===== src/hw/rtl/rtq_pkg.sv =====
// ----------------------------------------------------------------------------
// Retransmit timer queue package
// Shared opcodes, status codes and the command record passed front to back.
// ----------------------------------------------------------------------------
package rtq_pkg;

  localparam logic [1:0] OP_ADD    = 2'd0;
  localparam logic [1:0] OP_REMOVE = 2'd1;
  localparam logic [1:0] OP_TICK   = 2'd2;

  localparam logic [2:0] ST_ADDED    = 3'd0;
  localparam logic [2:0] ST_FULL     = 3'd1;
  localparam logic [2:0] ST_REMOVED  = 3'd2;
  localparam logic [2:0] ST_NOTFOUND = 3'd3;
  localparam logic [2:0] ST_EXPIRED  = 3'd4;
  localparam logic [2:0] ST_IDLE     = 3'd5;

  localparam int MaxResults = 16;

  typedef struct packed {
    logic [1:0]  op;
    logic [15:0] handle;
    logic [15:0] timeout;
  } rtq_cmd_t;

endpackage


===== src/hw/rtl/rtq_front.sv =====
// ----------------------------------------------------------------------------
// Retransmit timer queue front end
// Accepts commands, drops unused opcodes and feeds a two-entry command queue.
// ----------------------------------------------------------------------------
module rtq_front (
  input  logic              clk,
  input  logic              rst,
  input  logic              valid,
  output logic              stall,
  input  logic [1:0]        op,
  input  logic [15:0]       handle,
  input  logic [15:0]       timeout,
  output logic              cmd_valid,
  input  logic              cmd_take,
  output rtq_pkg::rtq_cmd_t cmd
);
  import rtq_pkg::*;

  rtq_cmd_t   q [2];
  logic [1:0] count;
  logic       rd_ptr;
  logic       wr_ptr;
  logic       push;
  logic       pop;
  logic       known;

  assign stall     = (count == 2'd2);
  assign known     = (op == OP_ADD) || (op == OP_REMOVE) || (op == OP_TICK);
  assign push      = valid && !stall && known;
  assign pop       = cmd_take && (count != 2'd0);
  assign cmd_valid = (count != 2'd0);
  assign cmd       = q[rd_ptr];

  always_ff @(posedge clk) begin
    if (rst) begin
      count  <= 2'd0;
      rd_ptr <= 1'b0;
      wr_ptr <= 1'b0;
    end else begin
      if (push) begin
        wr_ptr <= !wr_ptr;
      end
      if (pop) begin
        rd_ptr <= !rd_ptr;
      end
      count <= count + 2'(push) - 2'(pop);
    end
  end

  always_ff @(posedge clk) begin
    if (push) begin
      q[wr_ptr] <= '{op: op, handle: handle, timeout: timeout};
    end
  end

`ifndef SYNTH
  a_no_overflow: assert property (@(posedge clk) disable iff (rst)
    count == 2'd2 |-> !push) else $error("command queue overflow");
  a_no_underflow: assert property (@(posedge clk) disable iff (rst)
    count == 2'd0 |=> count != 2'd3) else $error("command queue count corrupt");
  a_pop_only_valid: assert property (@(posedge clk) disable iff (rst)
    pop |-> cmd_valid) else $error("pop from empty queue");
`endif

endmodule


===== src/hw/rtl/rtq_back.sv =====
// ----------------------------------------------------------------------------
// Retransmit timer queue back end
// Sorted timer table walked one slot per cycle; emits results through a
// single output register.
// ----------------------------------------------------------------------------
module rtq_back #(
  parameter int TIMER_SLOTS = 16
) (
  input  logic              clk,
  input  logic              rst,
  input  logic              cmd_valid,
  output logic              cmd_take,
  input  rtq_pkg::rtq_cmd_t cmd,
  output logic              out_valid,
  input  logic              out_stall,
  output logic [2:0]        status,
  output logic [15:0]       expired_handle,
  output logic              last
);
  import rtq_pkg::*;

  localparam int IW = (TIMER_SLOTS > 1) ? $clog2(TIMER_SLOTS) : 1;
  localparam int CW = $clog2(TIMER_SLOTS + 1);
  localparam int KW = $clog2(MaxResults + 1);

  typedef enum logic [4:0] {
    S_IDLE  = 5'b00001,
    S_ADD   = 5'b00010,
    S_REM   = 5'b00100,
    S_TICK  = 5'b01000,
    S_SHIFT = 5'b10000
  } state_t;

  state_t         state;
  logic [15:0]    ent_h [TIMER_SLOTS];
  logic [31:0]    ent_e [TIMER_SLOTS];
  logic [CW-1:0]  used;
  logic [31:0]    now;
  logic [CW-1:0]  pos;
  logic [KW-1:0]  emitted;
  rtq_cmd_t       cur;
  logic [31:0]    new_exp;
  logic           out_free;
  logic [IW-1:0]  pidx;
  logic [31:0]    key_new;
  logic [31:0]    key_pos;
  logic [CW-1:0]  shift_end;
  logic           due;

  assign out_free = !out_valid || !out_stall;
  assign cmd_take = (state == S_IDLE) && cmd_valid;
  assign pidx     = pos[IW-1:0];
  assign key_new  = (new_exp - now) ^ 32'h8000_0000;
  assign key_pos  = (ent_e[pidx] - now) ^ 32'h8000_0000;
  assign due      = (used != '0) && ((now - ent_e[0]) < 32'h8000_0000);

  always_ff @(posedge clk) begin
    if (rst) begin
      state     <= S_IDLE;
      used      <= '0;
      now       <= '0;
      emitted   <= '0;
      out_valid <= 1'b0;
    end else begin
      if (out_valid && !out_stall) begin
        out_valid <= 1'b0;
      end
      unique case (state)
        S_IDLE: begin
          if (cmd_valid) begin
            cur     <= cmd;
            new_exp <= now + 32'(cmd.timeout);
            pos     <= '0;
            emitted <= '0;
            unique case (cmd.op)
              OP_ADD:    state <= S_ADD;
              OP_REMOVE: state <= S_REM;
              default: begin
                now   <= now + 32'd1;
                state <= S_TICK;
              end
            endcase
          end
        end
        S_ADD: begin
          if (used == CW'(TIMER_SLOTS)) begin
            if (out_free) begin
              out_valid <= 1'b1; status <= ST_FULL;
              expired_handle <= cur.handle; last <= 1'b1;
              state <= S_IDLE;
            end
          end else if (pos < used && key_pos < key_new) begin
            pos <= pos + 1'b1;
          end else if (out_free) begin
            for (int i = 1; i < TIMER_SLOTS; i++) begin
              if (CW'(i) > pos && CW'(i) <= used) begin
                ent_h[i] <= ent_h[i-1];
                ent_e[i] <= ent_e[i-1];
              end
            end
            ent_h[pidx] <= cur.handle;
            ent_e[pidx] <= new_exp;
            used <= used + 1'b1;
            out_valid <= 1'b1; status <= ST_ADDED;
            expired_handle <= cur.handle; last <= 1'b1;
            state <= S_IDLE;
          end
        end
        S_REM: begin
          if (pos < used && ent_h[pidx] != cur.handle) begin
            pos <= pos + 1'b1;
          end else if (out_free) begin
            out_valid <= 1'b1; expired_handle <= cur.handle; last <= 1'b1;
            if (pos < used) begin
              status <= ST_REMOVED;
              state  <= S_SHIFT;
            end else begin
              status <= ST_NOTFOUND;
              state  <= S_IDLE;
            end
          end
        end
        S_SHIFT: begin
          for (int i = 0; i < TIMER_SLOTS - 1; i++) begin
            if (CW'(i) >= pos && CW'(i + 1) < used) begin
              ent_h[i] <= ent_h[i+1];
              ent_e[i] <= ent_e[i+1];
            end
          end
          used  <= used - 1'b1;
          state <= (cur.op == OP_TICK) ? S_TICK : S_IDLE;
        end
        S_TICK: begin
          if (out_free) begin
            if (due && emitted != KW'(MaxResults)) begin
              out_valid      <= 1'b1;
              status         <= ST_EXPIRED;
              expired_handle <= ent_h[0];
              last           <= !(shift_end > CW'(1) && emitted != KW'(MaxResults - 1)
                                  && ((now - ent_e[1]) < 32'h8000_0000));
              emitted        <= emitted + 1'b1;
              pos            <= '0;
              state          <= S_SHIFT;
            end else begin
              if (emitted == '0) begin
                out_valid <= 1'b1; status <= ST_IDLE;
                expired_handle <= cur.handle; last <= 1'b1;
              end
              state <= S_IDLE;
            end
          end
        end
        default: state <= S_IDLE;
      endcase
    end
  end

  assign shift_end = used;

`ifndef SYNTH
  a_used_bound: assert property (@(posedge clk) disable iff (rst)
    used <= CW'(TIMER_SLOTS)) else $error("table count beyond capacity");
  a_take_idle: assert property (@(posedge clk) disable iff (rst)
    cmd_take |=> state != S_IDLE) else $error("command taken without work");
  a_emit_bound: assert property (@(posedge clk) disable iff (rst)
    emitted <= KW'(MaxResults)) else $error("too many expiries in one tick");
  a_shift_nonempty: assert property (@(posedge clk) disable iff (rst)
    state == S_SHIFT |-> used != '0) else $error("shift on empty table");
`endif

endmodule


===== src/hw/rtl/retransmit_timer_queue.sv =====
// ----------------------------------------------------------------------------
// Retransmit timer queue
// Sorted retransmission timer table with add, remove and tick commands.
// ----------------------------------------------------------------------------
// Commands pass through a two-entry queue into a back end that walks the
// sorted table one slot per cycle; a tick emits each expired timer and then
// shifts the table, with at most 16 expiries reported per tick, and the
// unused opcode 3 is dropped silently.
module retransmit_timer_queue #(
  parameter int TIMER_SLOTS = 16
) (
  input  logic        clk,
  input  logic        rst,
  input  logic        in_valid,
  output logic        in_stall,
  input  logic [1:0]  op,
  input  logic [15:0] handle,
  input  logic [15:0] timeout,
  output logic        out_valid,
  input  logic        out_stall,
  output logic [2:0]  status,
  output logic [15:0] expired_handle,
  output logic        last
);
  import rtq_pkg::*;

  rtq_cmd_t cmd;
  logic     cmd_valid;
  logic     cmd_take;

  rtq_front u_front (
    .clk(clk), .rst(rst), .valid(in_valid), .stall(in_stall),
    .op(op), .handle(handle), .timeout(timeout),
    .cmd_valid(cmd_valid), .cmd_take(cmd_take), .cmd(cmd)
  );

  rtq_back #(.TIMER_SLOTS(TIMER_SLOTS)) u_back (
    .clk(clk), .rst(rst), .cmd_valid(cmd_valid), .cmd_take(cmd_take), .cmd(cmd),
    .out_valid(out_valid), .out_stall(out_stall), .status(status),
    .expired_handle(expired_handle), .last(last)
  );

endmodule

===== config.mk =====
export PLATFORM = sky130hd
export DESIGN_NAME = retransmit_timer_queue
export DESIGN_NICKNAME = d
export VERILOG_FILES = /design/src/hw/rtl/rtq_pkg.sv /design/src/hw/rtl/rtq_front.sv /design/src/hw/rtl/rtq_back.sv /design/src/hw/rtl/retransmit_timer_queue.sv
export SDC_FILE = /design/constraint.sdc
export NUM_CORES = 2
export LEC_CHECK = 0
export BUFFER_PORTS_ARGS = -buffer_cell sky130_fd_sc_hd__buf_4
export CAP_MARGIN = 20
export CELL_PAD_IN_SITES_DETAIL_PLACEMENT = 0
export CELL_PAD_IN_SITES_GLOBAL_PLACEMENT = 2
export CORE_AREA = 3 3 321 387
export CTS_BUF_LIST = sky130_fd_sc_hd__clkbuf_8
export CTS_CLUSTER_DIAMETER = 50
export DETAILED_ROUTE_END_ITERATION = 8
export DIE_AREA = 0 0 324 390
export PLACE_DENSITY = 0.86
export SYNTH_ARGS = -nofsm -noshare
export SYNTH_HDL_FRONTEND = slang
export SYNTH_SLANG_ARGS = --single-unit

===== constraint.sdc =====
create_clock -name clk -period 40.3 [get_ports clk]
set_input_delay 4.03 -clock clk [delete_from_list [all_inputs] [get_ports clk]]
set_output_delay 4.03 -clock clk [all_outputs]
set_load 0.01 [all_outputs]

After elaboration in Yosys (flattened, before gate mapping)
Memory sizes are Yosys's and may differ from the RTL's. A register that Yosys moved wholly into a read port is not among the register bits.
Index checks and enable logic that the tools add are counted.
- input port bits: 38
- memory bits (writable): 836
- memories kept: 3
- flip-flop bits (word level): 127
- memory list (name ; words ; bits a word ; read ports ; clocked after Yosys merged registers in ; wr ports ; line ; source):
    u_back.ent_e ; 16 ; 32 ; 17 ; 1 ; 16 ; rtq_back.sv:36 ; logic [31:0] ent_e [TIMER_SLOTS];
    u_back.ent_h ; 16 ; 16 ; 17 ; 1 ; 16 ; rtq_back.sv:35 ; logic [15:0] ent_h [TIMER_SLOTS];
    u_front.q ; 2 ; 34 ; 1 ; 1 ; 1 ; rtq_front.sv:19 ; rtq_cmd_t q [2];
- $add $sub $neg: 12
- equal/unequal tests: 26
- order comparisons: 65
- bitwise operators: 32
- mux-type cells: 273
- reduce and logical (&&, ||, !) cells: 70
- operators with widths (kind ; count):
    2-to-1 mux 32 bit ; 15
    2-to-1 mux 16 bit ; 22
    2-to-1 mux 1 bit ; 193
    subtractor 32 bit ; 4
    2-to-1 mux 5 bit ; 20
    < comparator 32 bit (second input constant) ; 2
    case mux 16 bit (3 select lines) ; 1
    logical AND 1 bit ; 41
    > comparator 4 x 5 -> 1 bit (first input constant) ; 8
    <= comparator 4 x 5 -> 1 bit (first input constant) ; 8
    < comparator 4 x 5 -> 1 bit (first input constant) ; 8
    >= comparator 4 x 5 -> 1 bit (first input constant) ; 7
    adder 32 x 1 -> 32 bit (second input constant) ; 1
    adder 32 x 16 -> 32 bit ; 1
    < comparator 32 bit ; 1
    OR reduction 32 bit ; 1
    bitwise OR 1 bit ; 28
    2-to-1 mux 3 bit ; 9
    case mux 5 bit (5 select lines) ; 1
    >= comparator 3 x 5 -> 1 bit (first input constant) ; 4
    > comparator 3 x 5 -> 1 bit (first input constant) ; 4
    <= comparator 3 x 5 -> 1 bit (first input constant) ; 4
    < comparator 3 x 5 -> 1 bit (first input constant) ; 4
    2-to-1 mux 4 bit ; 5
    49 further kinds ; 86

Longest topological paths before layout
- depth in word-level cells: 10
- depth in mapped cells: 36

Modules after synthesis
A second synthesis with hierarchy kept.
- cells, all modules: 5278
- area, all modules: 59522.1 um^2
- by module, submodules not included (module ; area each (um^2) ; cells an instance ; seq. area each (um^2) ; instances):
    rtq_back ; 56797.0 ; 5145 ; 26355.3 ; 1
    rtq_front ; 2725.1 ; 133 ; 2142.1 ; 1

Worst setup path after synthesis
OpenSTA, ideal clock, no wires.
- kind: register to register
- start point: register (tool-made name)
- end point: memory u_back.ent_e[8][0], enable pin
- slack: 27.099 ns
- cell stages (with the launch flop): 29
- data arrival time: 12.582 ns
- library setup time: 0.620 ns
- buffers on the path: 7
- required time: 39.680 ns
- cells stage by stage: dfxtp_1 > buf_6 > buf_2 > buf_4 > buf_4 > buf_2 > buf_2 > buf_2 > mux4_2 > mux4_2 > fa_1 > a21o_1 > a211oi_1 > o21ai_0 > and2_1 > a31oi_1 > o221ai_1 > a211oi_1 > o31ai_1 > a21oi_1 > xnor2_1 > ha_1 > nand4_1 > nor4_1 > o211ai_1 > a211o_1 > a21oi_1 > nand2b_1 > o311ai_0
- RTL lines (element ; line):
    end: declaration ; rtq_back.sv:36

==> reports/results.txt <==
status = finished, final reports clean
hold buffers post-CTS = 0
Post-Synthesis Cells = 5,124
Area contributors post-synth = edfxtp_1 (46%), mux2i_1 (12%), mux4_2 (8.4%), a21oi_1 (4.2%), ha_1 (4.0%)
Slew Limit Fails = 0
setup violators final = 0
Synth Register Bits = 968
syn_nets = 5,354
Max clock buf depth = 3
Die X = 324 microns
slowest stage delay, CP = 840 ps
Worst-Skew Late Latency = 910 ps
worst hold start = u_front.rd_ptr
row cnt = 140
Final Cycle Share = 0.270
ys async rst share = 0
min Tclk post-route = 10,860 ps
Setup Buffers After CTS = 0
DRC = 0
top_reg_cell synth = edfxtp_1
Least-Margin Pin Slew = 1160 ps
Post-DRT Antenna Nets = 0
area of the mapped netlist = 59,000 sq um
post-synthesis sequential area ratio = 0.483
vias post-DR = 42,400
unrepaired setup endpoints after global routing = no
area leader, netlist = edfxtp_1
routability cong. = 0.943
Port Buffers = 59
placed insts = 6,445
largest net degree at the start of global routing = 98
drt first pass iters = 8
setup TNS = 0 ps
crit path capture type = flip-flop
yosys warns = 0
initial core utilization = 0.488
CP Data Required Time = 40,800 ps
Post-synth EDFFs = 911
Slew headroom = 0.228
number of vias per cell = 6.27
fmax = 92.0 MHz
HPWL Detailed = 124,000 microns
Slowest cell on crit path = dfxtp_4
Clock Pin Slew Worst Setup and Hold Paths = 60 ps
Clock Skew = 48.8 ps
Non-Filler Instances = 6,756
first-pass GRT wire length = 286,000 microns
Critical Path AT = 11,360 ps
grt ovf = 0
post-synth top area share = 0.464
I/O pin total = 60
crit-path max FO = 88
nets = 5,288
maxcap violations = 0
final hold vios = 0
synth cell count leaders = edfxtp_1 (911), mux2i_1 (715), nor2_1 (519), a21oi_1 (498), nand2_1 (376)
post-cts sizing count = 0
Routed WL per cell = 28.9 microns
Yosys cell types = 85
fillers = 10,500
root buffer cell = clkbuf_8
Layout area overhead = 8.62%
Detailed Route Iter0 Violations = 4,522
Die ar. = 126,000 sq um
Crit Path Class = flip-flop to flip-flop
vias in the first global route = 42,500
CORE AREA = 121,000 sq um
CTS tree = built
pwr/cell area = 51.8 nW/um^2
share of layout cells above drive strength 1 = 0.154
die height = 390 microns
VDD IR-drop max = 0.0436 mV
GRT Overall Usage = 0.309
count leader, synth = edfxtp_1
Leak = 23.3 nW
TritonCTS Sinks = 968
final WL = 195,000 microns
synthesized area per cell = 11.5 sq um
H-Tree Depth = 4
worst hold path class = flip-flop to flip-flop
initial antenna violation count = 1
CTS Buf Count = 170
CP Launch Type = flip-flop
-- power by group --
group	leakage [nW]	switching [W]	internal [W]
registers	8.68	0.0000956	0.00113
logic	12.8	0.000674	0.000539
clock network	1.84	0.000436	0.000445
total	23.3	0.00121	0.00211
-- registers in the layout, indices dropped and copies added, names as in the netlist, named ones only --
signal,flops
u_back.cur,18
u_back.emitted,5
u_back.ent_e,512
u_back.ent_h,256
u_back.expired_handle,16
u_back.last,1
u_back.new_exp,32
u_back.now,32
u_back.out_valid,1
u_back.pos,5
u_back.shift_end,5
u_back.state,5
u_back.status,3
u_front.count,2
u_front.q,68
u_front.rd_ptr,1
u_front.wr_ptr,1
-- area by class of cell --
class	count	area [sq um]	area share
Tap cell	1562	1950	0.0305
Inverter	136	510	0.00796
Antenna cell	1	2.50	0.0000390
Clock inverter	127	699	0.0109
Multi-Input combinational cell	3635	28800	0.449
Clock buffer	180	2480	0.0387
Sequential cell	968	28500	0.445
Timing Repair Buffer	147	1170	0.0182
-- metrics by stage --
stage          worst slack, ps  utilization  total power [W]  instance area (sq um)  hold WS [ps]
4_1_cts                  29610        0.530          0.00333                  64000           516
2_1_floorplan            27100            -          0.00209                  59000           481
5_1_grt                  28960        0.530          0.00348                  64100           569
6_report                 29440        0.530          0.00332                  64100           510
3_3_place_gp             29840        0.503          0.00245                  60800           493
3_5_place_dp             29720        0.503          0.00245                  60800           497
-- final timing paths --
path                               end  slack, ps  cells after the start
setup / recovery  u_back.ent_e[13][13]      29440                     27
hold / removal          u_front.rd_ptr        510                      2
setup reg to reg  u_back.ent_e[13][13]      29440                     27
hold reg to reg         u_front.rd_ptr        510                      2
-- worst max-delay path, delay by kind of cell (launching register included) --
family | cells | cell delay [ps]
buffers and inverters | 4 | 1410
DFF | 1 | 840
xor gates and xnor gates | 1 | 90
muxes | 2 | 1090
AOI/OAI and AO/OA | 13 | 4560
and+or+nand+nor | 4 | 1180
adders and majority gates | 3 | 880
-- routing by layer --
metal  up-vias  global-route usage  part of all wire
met5         -                   0                 0
met4         0               0.172             0.061
met3       547              0.0407             0.059
met2      1827               0.525              0.49
met1     20900               0.379              0.39
li1      19100                   -                 -
-- kinds of logic after synthesis --
| kind of cell | Yosys count | synth area share |
|---|---|---|
| flops | 968 | 0.483 |
| buf+inv | 521 | 0.0363 |
| mux | 1083 | 0.233 |
| compound gates | 1035 | 0.0973 |
| simple gates | 1163 | 0.0848 |
| xor+xnor | 162 | 0.0240 |
| fa+ha+maj | 192 | 0.0411 |
-- cell usage in the layout, fill, tap and decap left out, types with 9 or more instances in the layout --
master      n
xor2_1     38
nor3_1     40
a31oi_1     9
nor2b_1    18
edfxtp_1  911
nor4_1     10
xnor2_1   124
mux4_2    220
o21ai_1    16
and2_1     10
nand3_4    11
mux2_2    148
or3_1      13
a211oi_1   14
nand2_1   375
and3_4      9
clkbuf_8  180
a21oi_1   497
nand3_1    45
ha_1      189
nand2b_1   23
o21ai_0   335
o21bai_1   10
and3_1     19
inv_1     197
mux2i_1   714
dfxtp_1    52
nor2_1    517
clkinv_1   37
nand4_1    23
a21o_1     56
o21a_1     14
buf_4     143
Power figures use the tool's default switching activity.
